$ cat src/rtl/clamped_pi_regulator_macros.svh
// ---------------------------------------------------------------------------
// Assertion macros for the clamped PI regulator
// Shared property wrappers; every check is clocked on clk and off in reset.
// ---------------------------------------------------------------------------
`ifndef CLAMPED_PI_REGULATOR_MACROS_SVH
`define CLAMPED_PI_REGULATOR_MACROS_SVH

// Same-cycle implication.
`define CPR_ASSERT_NOW(lbl, ante, cons, msg) \
  lbl: assert property (@(posedge clk) disable iff (rst) (ante) |-> (cons)) else $error(msg);

// Next-cycle implication.
`define CPR_ASSERT_NEXT(lbl, ante, cons, msg) \
  lbl: assert property (@(posedge clk) disable iff (rst) (ante) |=> (cons)) else $error(msg);

`endif

$ cat src/rtl/cpr_pkg.sv
// ---------------------------------------------------------------------------
// cpr_pkg
// Widths, reset values, register codes and the configuration bundle.
// ---------------------------------------------------------------------------
package cpr_pkg;

  localparam int GAIN_FRAC_BITS_DEF = 16;
  localparam int INTEG_FRAC         = 16;

  localparam int IN_W    = 16;
  localparam int ERR_W   = 17;
  localparam int GAIN_W  = 18;
  localparam int LIM_W   = 16;
  localparam int INTEG_W = 34;
  localparam int DATA_W  = 32;
  localparam int ADDR_W  = 4;

  localparam logic [GAIN_W-1:0]       PROP_GAIN_RST  = 18'd52429;
  localparam logic [GAIN_W-1:0]       INTEG_GAIN_RST = 18'd524;
  localparam logic signed [LIM_W-1:0] LIMIT_LOW_RST  = -16'sd460;
  localparam logic signed [LIM_W-1:0] LIMIT_HIGH_RST = 16'sd0;

  typedef enum logic [1:0] {
    REG_PROP_GAIN  = 2'd0,
    REG_INTEG_GAIN = 2'd1,
    REG_LIMIT_LOW  = 2'd2,
    REG_LIMIT_HIGH = 2'd3
  } reg_idx_t;

  typedef struct packed {
    logic [GAIN_W-1:0]       prop_gain;
    logic [GAIN_W-1:0]       integ_gain;
    logic signed [LIM_W-1:0] limit_low;
    logic signed [LIM_W-1:0] limit_high;
  } cfg_t;

endpackage

$ cat src/rtl/cpr_cfg.sv
// ---------------------------------------------------------------------------
// cpr_cfg
// APB register file holding gains and limits.
// ---------------------------------------------------------------------------
module cpr_cfg (
  input  logic                        clk,
  input  logic                        rst,
  input  logic                        psel,
  input  logic                        penable,
  input  logic                        pwrite,
  input  logic [cpr_pkg::ADDR_W-1:0]  paddr,
  input  logic [cpr_pkg::DATA_W-1:0]  pwdata,
  output logic [cpr_pkg::DATA_W-1:0]  prdata,
  output logic                        pready,
  output cpr_pkg::cfg_t               cfg
);

  logic                write_en;
  cpr_pkg::reg_idx_t   reg_idx;

  assign pready   = 1'b1;
  assign write_en = psel && penable && pwrite;
  assign reg_idx  = cpr_pkg::reg_idx_t'(paddr[cpr_pkg::ADDR_W-1:2]);

  always_ff @(posedge clk) begin
    if (rst) begin
      cfg.prop_gain  <= cpr_pkg::PROP_GAIN_RST;
      cfg.integ_gain <= cpr_pkg::INTEG_GAIN_RST;
      cfg.limit_low  <= cpr_pkg::LIMIT_LOW_RST;
      cfg.limit_high <= cpr_pkg::LIMIT_HIGH_RST;
    end else if (write_en) begin
      case (reg_idx)
        cpr_pkg::REG_PROP_GAIN:  cfg.prop_gain  <= pwdata[cpr_pkg::GAIN_W-1:0];
        cpr_pkg::REG_INTEG_GAIN: cfg.integ_gain <= pwdata[cpr_pkg::GAIN_W-1:0];
        cpr_pkg::REG_LIMIT_LOW:  cfg.limit_low  <= $signed(pwdata[cpr_pkg::LIM_W-1:0]);
        cpr_pkg::REG_LIMIT_HIGH: cfg.limit_high <= $signed(pwdata[cpr_pkg::LIM_W-1:0]);
        default: ;
      endcase
    end
  end

  // Gains read back zero-extended, limits sign-extended.
  always_comb begin
    case (reg_idx)
      cpr_pkg::REG_PROP_GAIN:  prdata = cpr_pkg::DATA_W'(cfg.prop_gain);
      cpr_pkg::REG_INTEG_GAIN: prdata = cpr_pkg::DATA_W'(cfg.integ_gain);
      cpr_pkg::REG_LIMIT_LOW:  prdata = cpr_pkg::DATA_W'(cfg.limit_low);
      cpr_pkg::REG_LIMIT_HIGH: prdata = cpr_pkg::DATA_W'(cfg.limit_high);
      default:                 prdata = '0;
    endcase
  end

endmodule

$ cat src/rtl/cpr_calc.sv
// ---------------------------------------------------------------------------
// cpr_calc
// One-pass PI arithmetic: error, integrator update with clamp, drive.
// ---------------------------------------------------------------------------
module cpr_calc #(
  parameter int GAIN_FRAC_BITS = cpr_pkg::GAIN_FRAC_BITS_DEF
) (
  input  logic signed [cpr_pkg::IN_W-1:0]    reference,
  input  logic signed [cpr_pkg::IN_W-1:0]    measured,
  input  logic signed [cpr_pkg::ERR_W-1:0]   prev_error,
  input  logic signed [cpr_pkg::INTEG_W-1:0] integrator,
  input  cpr_pkg::cfg_t                      cfg,
  output logic signed [cpr_pkg::ERR_W-1:0]   err,
  output logic signed [cpr_pkg::INTEG_W-1:0] integ_next,
  output logic signed [cpr_pkg::LIM_W-1:0]   drive
);

  localparam int IF      = cpr_pkg::INTEG_FRAC;
  localparam int GF      = GAIN_FRAC_BITS;
  localparam int UP_INC  = (GF < IF) ? IF - GF : 0;
  localparam int DN_INC  = (GF > IF) ? GF - IF : 0;
  localparam int ESUM_W  = cpr_pkg::ERR_W + 1;
  localparam int INCR_W  = ESUM_W + cpr_pkg::GAIN_W;
  localparam int INC_W   = INCR_W + UP_INC;
  localparam int SUM_W   = ((INC_W > cpr_pkg::INTEG_W) ? INC_W : cpr_pkg::INTEG_W) + 1;
  localparam int PROP_W  = cpr_pkg::ERR_W + cpr_pkg::GAIN_W;
  localparam int TF      = (GF > IF) ? GF : IF;
  localparam int P_UP    = TF - GF;
  localparam int I_UP    = TF - IF;
  localparam int PW      = PROP_W + P_UP;
  localparam int IW      = cpr_pkg::INTEG_W + I_UP;
  localparam int TOT_W   = ((PW > IW) ? PW : IW) + 1;
  localparam int QW      = TOT_W - TF;
  localparam logic [TOT_W-1:0] BIAS = TOT_W'((65'd1 << TF) - 65'd1);

  logic signed [ESUM_W-1:0] err_sum;
  logic signed [INCR_W-1:0] inc_raw;
  logic signed [INC_W-1:0]  inc;
  logic signed [SUM_W-1:0]  isum;
  logic signed [SUM_W-1:0]  ilo;
  logic signed [SUM_W-1:0]  ihi;
  logic signed [SUM_W-1:0]  iclamp;
  logic signed [PROP_W-1:0] prop;
  logic signed [TOT_W-1:0]  total;
  logic signed [TOT_W-1:0]  total_adj;
  logic signed [TOT_W-1:0]  quot;
  logic signed [QW-1:0]     whole;
  logic signed [QW-1:0]     qlo;
  logic signed [QW-1:0]     qhi;
  logic signed [QW-1:0]     qclamp;

  always_comb begin
    err     = cpr_pkg::ERR_W'(reference) - cpr_pkg::ERR_W'(measured);
    err_sum = ESUM_W'(err) + ESUM_W'(prev_error);

    // Trapezoid step, moved to the integrator's fraction (floor on right shift).
    inc_raw = INCR_W'(err_sum) * INCR_W'($signed({1'b0, cfg.integ_gain}));
    inc     = (INC_W'(inc_raw) <<< UP_INC) >>> DN_INC;

    isum = SUM_W'(integrator) + SUM_W'(inc);
    ilo  = SUM_W'(cfg.limit_low) <<< IF;
    ihi  = SUM_W'(cfg.limit_high) <<< IF;
    if (isum > ihi) begin
      iclamp = ihi;
    end else if (isum < ilo) begin
      iclamp = ilo;
    end else begin
      iclamp = isum;
    end
    integ_next = $signed(iclamp[cpr_pkg::INTEG_W-1:0]);

    // Output sum at the wider fraction, then truncate toward zero.
    prop  = PROP_W'(err) * PROP_W'($signed({1'b0, cfg.prop_gain}));
    total = (TOT_W'(prop) <<< P_UP) + (TOT_W'(integ_next) <<< I_UP);
    total_adj = total[TOT_W-1] ? total + $signed(BIAS) : total;
    quot  = total_adj >>> TF;
    whole = $signed(quot[QW-1:0]);

    qlo = QW'(cfg.limit_low);
    qhi = QW'(cfg.limit_high);
    if (whole > qhi) begin
      qclamp = qhi;
    end else if (whole < qlo) begin
      qclamp = qlo;
    end else begin
      qclamp = whole;
    end
    drive = $signed(qclamp[cpr_pkg::LIM_W-1:0]);
  end

endmodule

$ cat src/rtl/clamped_pi_regulator.sv
// ---------------------------------------------------------------------------
// clamped_pi_regulator
// PI regulator with a trapezoidal integrator clamped to programmable limits.
// ---------------------------------------------------------------------------
//
//  channel  handshake            payload
//  -------  -------------------  ---------------------------
//  input    in_valid / in_stall  reference, measured
//  output   out_valid/ out_stall drive
//  config   APB write / read     prop_gain, integ_gain, limit_low, limit_high
//
//  From acceptance an item waits in the input register, then passes through
//  the PI arithmetic into the result register.
//  One item per cycle is sustained while out_stall is low; the integrator
//  feedback loop (multiply, add, clamp) closes through the integrator register.
//  Reset clears the integrator, the previous error and both valid flags and
//  restores the default gains and limits.
//  A stall on the output holds the result and raises in_stall once the
//  input register is full, so an empty input register takes one more item.
// ---------------------------------------------------------------------------
`include "clamped_pi_regulator_macros.svh"

module clamped_pi_regulator #(
  parameter int GAIN_FRAC_BITS = cpr_pkg::GAIN_FRAC_BITS_DEF
) (
  input  logic                              clk,
  input  logic                              rst,
  // input items
  input  logic                              in_valid,
  output logic                              in_stall,
  input  logic signed [cpr_pkg::IN_W-1:0]   reference,
  input  logic signed [cpr_pkg::IN_W-1:0]   measured,
  // result items
  output logic                              out_valid,
  input  logic                              out_stall,
  output logic signed [cpr_pkg::LIM_W-1:0]  drive,
  // configuration
  input  logic                              psel,
  input  logic                              penable,
  input  logic                              pwrite,
  input  logic [cpr_pkg::ADDR_W-1:0]        paddr,
  input  logic [cpr_pkg::DATA_W-1:0]        pwdata,
  output logic [cpr_pkg::DATA_W-1:0]        prdata,
  output logic                              pready
);

  cpr_pkg::cfg_t                      cfg;

  // Input register.
  logic                               held_valid;
  logic signed [cpr_pkg::IN_W-1:0]    held_reference;
  logic signed [cpr_pkg::IN_W-1:0]    held_measured;

  // Controller state.
  logic signed [cpr_pkg::INTEG_W-1:0] integrator;
  logic signed [cpr_pkg::ERR_W-1:0]   prev_error;

  logic signed [cpr_pkg::ERR_W-1:0]   err;
  logic signed [cpr_pkg::INTEG_W-1:0] integ_next;
  logic signed [cpr_pkg::LIM_W-1:0]   drive_next;

  logic                               out_free;
  logic                               load;
  logic                               accept;
  logic                               limits_ordered;

  // Limits moved to the integrator's fraction, for the checks below.
  logic signed [cpr_pkg::INTEG_W-1:0] integ_lo_fx;
  logic signed [cpr_pkg::INTEG_W-1:0] integ_hi_fx;
  logic                               integ_in_lim;
  logic                               drive_in_lim;

  cpr_cfg u_cfg (
    .clk     (clk),
    .rst     (rst),
    .psel    (psel),
    .penable (penable),
    .pwrite  (pwrite),
    .paddr   (paddr),
    .pwdata  (pwdata),
    .prdata  (prdata),
    .pready  (pready),
    .cfg     (cfg)
  );

  cpr_calc #(
    .GAIN_FRAC_BITS (GAIN_FRAC_BITS)
  ) u_calc (
    .reference  (held_reference),
    .measured   (held_measured),
    .prev_error (prev_error),
    .integrator (integrator),
    .cfg        (cfg),
    .err        (err),
    .integ_next (integ_next),
    .drive      (drive_next)
  );

  // The result register frees up when empty or when its item is taken.
  assign out_free = !out_valid || !out_stall;
  // Move the held item through the arithmetic into the result register.
  assign load     = held_valid && out_free;
  // Stall input only while the held item cannot move on.
  assign in_stall = held_valid && !out_free;
  assign accept   = in_valid && !in_stall;

  always_ff @(posedge clk) begin
    if (rst) begin
      held_valid <= 1'b0;
    end else if (accept) begin
      held_valid <= 1'b1;
    end else if (load) begin
      held_valid <= 1'b0;
    end
  end

  // Payload capture needs no reset.
  always_ff @(posedge clk) begin
    if (accept) begin
      held_reference <= reference;
      held_measured  <= measured;
    end
  end

  // Advance controller state once per item, as it leaves the input register.
  always_ff @(posedge clk) begin
    if (rst) begin
      integrator <= '0;
      prev_error <= '0;
    end else if (load) begin
      integrator <= integ_next;
      prev_error <= err;
    end
  end

  always_ff @(posedge clk) begin
    if (rst) begin
      out_valid <= 1'b0;
    end else if (load) begin
      out_valid <= 1'b1;
    end else if (!out_stall) begin
      out_valid <= 1'b0;
    end
  end

  always_ff @(posedge clk) begin
    if (load) begin
      drive <= drive_next;
    end
  end

  assign limits_ordered = cfg.limit_low <= cfg.limit_high;

  assign integ_lo_fx =
    cpr_pkg::INTEG_W'($signed({cfg.limit_low, {cpr_pkg::INTEG_FRAC{1'b0}}}));
  assign integ_hi_fx =
    cpr_pkg::INTEG_W'($signed({cfg.limit_high, {cpr_pkg::INTEG_FRAC{1'b0}}}));
  assign integ_in_lim = (integ_next >= integ_lo_fx) && (integ_next <= integ_hi_fx);
  assign drive_in_lim = (drive >= cfg.limit_low) && (drive <= cfg.limit_high);

  `CPR_ASSERT_NOW(a_integ_in_limits, load && limits_ordered, integ_in_lim, "integ out of limits")
  `CPR_ASSERT_NOW(a_drive_in_limits, out_valid && limits_ordered, drive_in_lim, "drive out of limits")
  `CPR_ASSERT_NEXT(a_load_valid, load, out_valid, "result not raised after load")
  `CPR_ASSERT_NEXT(a_err_kept, load, prev_error == $past(err), "prev error not advanced")
  `CPR_ASSERT_NEXT(a_integ_kept, load, integrator == $past(integ_next), "integ not advanced")

endmodule
$ cat config.mk
export PLATFORM = sky130hd
export DESIGN_NAME = clamped_pi_regulator
export DESIGN_NICKNAME = d
export VERILOG_FILES = /design/src/rtl/cpr_pkg.sv /design/src/rtl/cpr_cfg.sv /design/src/rtl/cpr_calc.sv /design/src/rtl/clamped_pi_regulator.sv
export VERILOG_INCLUDE_DIRS = /design/src /design/src/rtl
export SDC_FILE = /design/constraint.sdc
export NUM_CORES = 2
export LEC_CHECK = 0
export BUFFER_PORTS_ARGS = -buffer_cell sky130_fd_sc_hd__buf_2
export CAP_MARGIN = 15
export CORE_MARGIN = 1.5
export CORE_UTILIZATION = 52
export DETAILED_ROUTE_END_ITERATION = 6
export HOLD_SLACK_MARGIN = 0.06
export PLACE_DENSITY = 0.76
export REMOVE_ABC_BUFFERS = 1
export SYNTH_ARGS = -nofsm -noshare
export SYNTH_HDL_FRONTEND = slang
export SYNTH_HIERARCHICAL = 1
export SYNTH_SLANG_ARGS = --single-unit
export TNS_END_PERCENT = 5
$ cat constraint.sdc
create_clock -name clk -period 26.1 [get_ports clk]
set_clock_uncertainty 0.2 [all_clocks]
set_input_delay 1.305 -clock clk [delete_from_list [all_inputs] [get_ports clk]]
set_output_delay 1.305 -clock clk [all_outputs]
set_load 0.02 [all_outputs]
==> impl_metrics.toml <==
[run_status]
outcome = "finished, final reports clean"

[finish]
area_growth_pct = 5.652
final_cell_mix = "689 x inv_1, 499 x fa_1, 462 x nand2_1"
final_common_cell = "inv_1"
final_net_count = 5219
drive_above_1_share = 0.07277

[route]
drc = 0
dr.pass1.iters = 6
vias_per_cell = 5.730
wl_um = 98050
num_vias = 29520
ant_nets = 0
wire_per_inst_um = 19.03
drt_iter0_markers = 2494

[placed_design]
dp_hpwl_um = 77330
gp_congestion = 0.9907
port_buffers = 108

[synthesis]
netlist_area_um2 = 36460
synth_largest_area_cell = "fa_1"
netlist-cell-type-count = 99
yosys_warnings = 6
async_reset_ff_frac = 0
seq_area_frac_synth = 0.1060
synth_seq_cells = 169
synth.avg_cell_area_um2 = 8.729
synthFlopType = "dfxtp_1"
synth_edf_count = 48
synth_top_cell_area_share = 0.2740
synth_mux_area_frac = 0.04588
synthSimpleGateAreaFrac = 0.1925
synthTopCellsByArea = "fa_1 27%, ha_1 15%, inv_1 7.1%"
synth_xor_area_frac = 0.03596
synth_top_family_by_area = "adder cells"
synthAdderAreaFrac = 0.4246
postSynthCellCount = 4177
synth_compound_area_frac = 0.1016

[worst_setup_path]
cp-end-kind = "register"
cp_max_fo = 20
worstPathRequired_ns = 26.10
startpoint_type = "register"
crit_slowest_cell = "nor3_1"
slowest_delay_ns = 0.64
arrival_ns = 23.70
crit_top_cell = "fa_1"
worstSetupPathType = "register to register"

[timing]
slew_headroom = 0.2150
finalSetupViolCount = 0
max_freq_mhz = 42.20
rsz0062_at_grt = "no"
worst_pin_slew_ns = 1.176
hold_viol = 0
setup_tns_ns = 0
post-route-period-util = 0.9080
slew_viol_final = 0
min_period_ns = 23.70

[global_route]
antenna_found_initial = 4
grt_use_total = 0.2816
grt_overflow_total = 0
grt_pass1_wl_um = 157100
grt_pass1_vias = 29550
grt_max_degree = 124

[floorplanning]
start_util = 0.5288
die_x_um = 267.8
die_area_um2 = 71710
coreArea_um2 = 68950
io-pin-count = 126
die_y_um = 267.8
rows = 96

[run]
max-cap-violations = 0

[clock_network]
clkTransAtPathRegs_ns = 0.09
ctsHoldBuffers = 0
clock-root-buffer = "clkbuf_16"
cts_tree = "built"
ctsResizeCount = 0
clk_latency_ns = 0.50
post_cts_buffers = 0
htreeDepth = 4
numCtsBuffers = 17
clkSinkCount = 169
cts_buffer_depth = 2

[hold_path]
hold_class = "register to register"
==> metal layers <==
layer  vias to the layer above  part of all wire  global-route usage  routed length [um]
met4                         2             0.035              0.1038                3407
li1                      13590                 -                   -                   -
met1                     14550              0.42              0.3756               40710
met2                      1185              0.47              0.4599               46220
met3                       200             0.078             0.04783                7693
met5                         -           0.00012                   0                  12
==> logic make-up after synthesis <==
family                     Yosys count
AOI/OAI and AO/OA                  557
xor gates and xnor gates           148
adders and majority gates          938
buffers and inverters              850
DFF                                169
muxes                              148
other                                1
and+or+nand+nor                   1366
==> final timing paths <==
path                     startpoint             to  slack, ns  cells past startpoint
hold reg to reg       prev_error[4]  prev_error[4]       0.28                      2
hold / removal        prev_error[4]  prev_error[4]       0.28                      2
setup / recovery  held_reference[0]       drive[1]       2.40                     83
setup reg to reg  held_reference[0]       drive[1]       2.40                     83
==> per-stage QoR <==
step                cells  hold WS, ns  cell area [um^2]  setup WS, ns    util
floorplan            4016       0.2522             35640         5.454       -
CTS                  5149       0.2856             38510         2.991  0.5585
global route         5150       0.2988             38520         1.080  0.5587
finish               5152       0.2821             38520         2.401  0.5587
global placement     5117       0.2623             37920         3.468  0.5500
detailed placement   5117       0.2687             37920         3.171  0.5500
==> registers in the layout, indices dropped and copies added (netlist names) <==
register and cells:
u_cfg/cfg 68, integrator 34, held_measured 16, out_valid 1, prev_error 17, drive 16, held_valid 1, held_reference 16
==> worst max-delay path, delay by kind of cell, from the launching register on <==
| kind | cells | cell delay, ns |
|---|---|---|
| simple gates | 23 | 6.05 |
| xor+xnor | 6 | 1.06 |
| flops | 1 | 0.38 |
| buf+inv | 7 | 0.76 |
| mux | 1 | 0.11 |
| fa+ha+maj | 15 | 5.68 |
| compound gates | 31 | 9.15 |
==> cells in the mapped netlist (98+ instances only) <==
cell        n
ha_1      439
nand2_1   462
nor2_1    153
xnor2_1    98
a21oi_1   158
clkbuf_1  115
dfxtp_1   121
fa_1      499
and2_1    198
o21ai_0   100
nand2b_1  205
inv_1     689
mux2i_1   130
==> layout make-up <==
| class | count | area, um^2 |
|---|---|---|
| antenna | 2 | 5.005 |
| clock buffer | 17 | 425.4 |
| clock inverter | 15 | 160.2 |
| fill | 6201 | 30420 |
| inverter | 689 | 2586 |
| multi-input combinational | 3158 | 29300 |
| sequential | 169 | 3864 |
| tap | 931 | 1165 |
| timing repair buffer | 171 | 1020 |
Power is left out: the tool's default activity adds up to more than one toggle a clock period on the data nets, which glitch-free logic cannot reach.
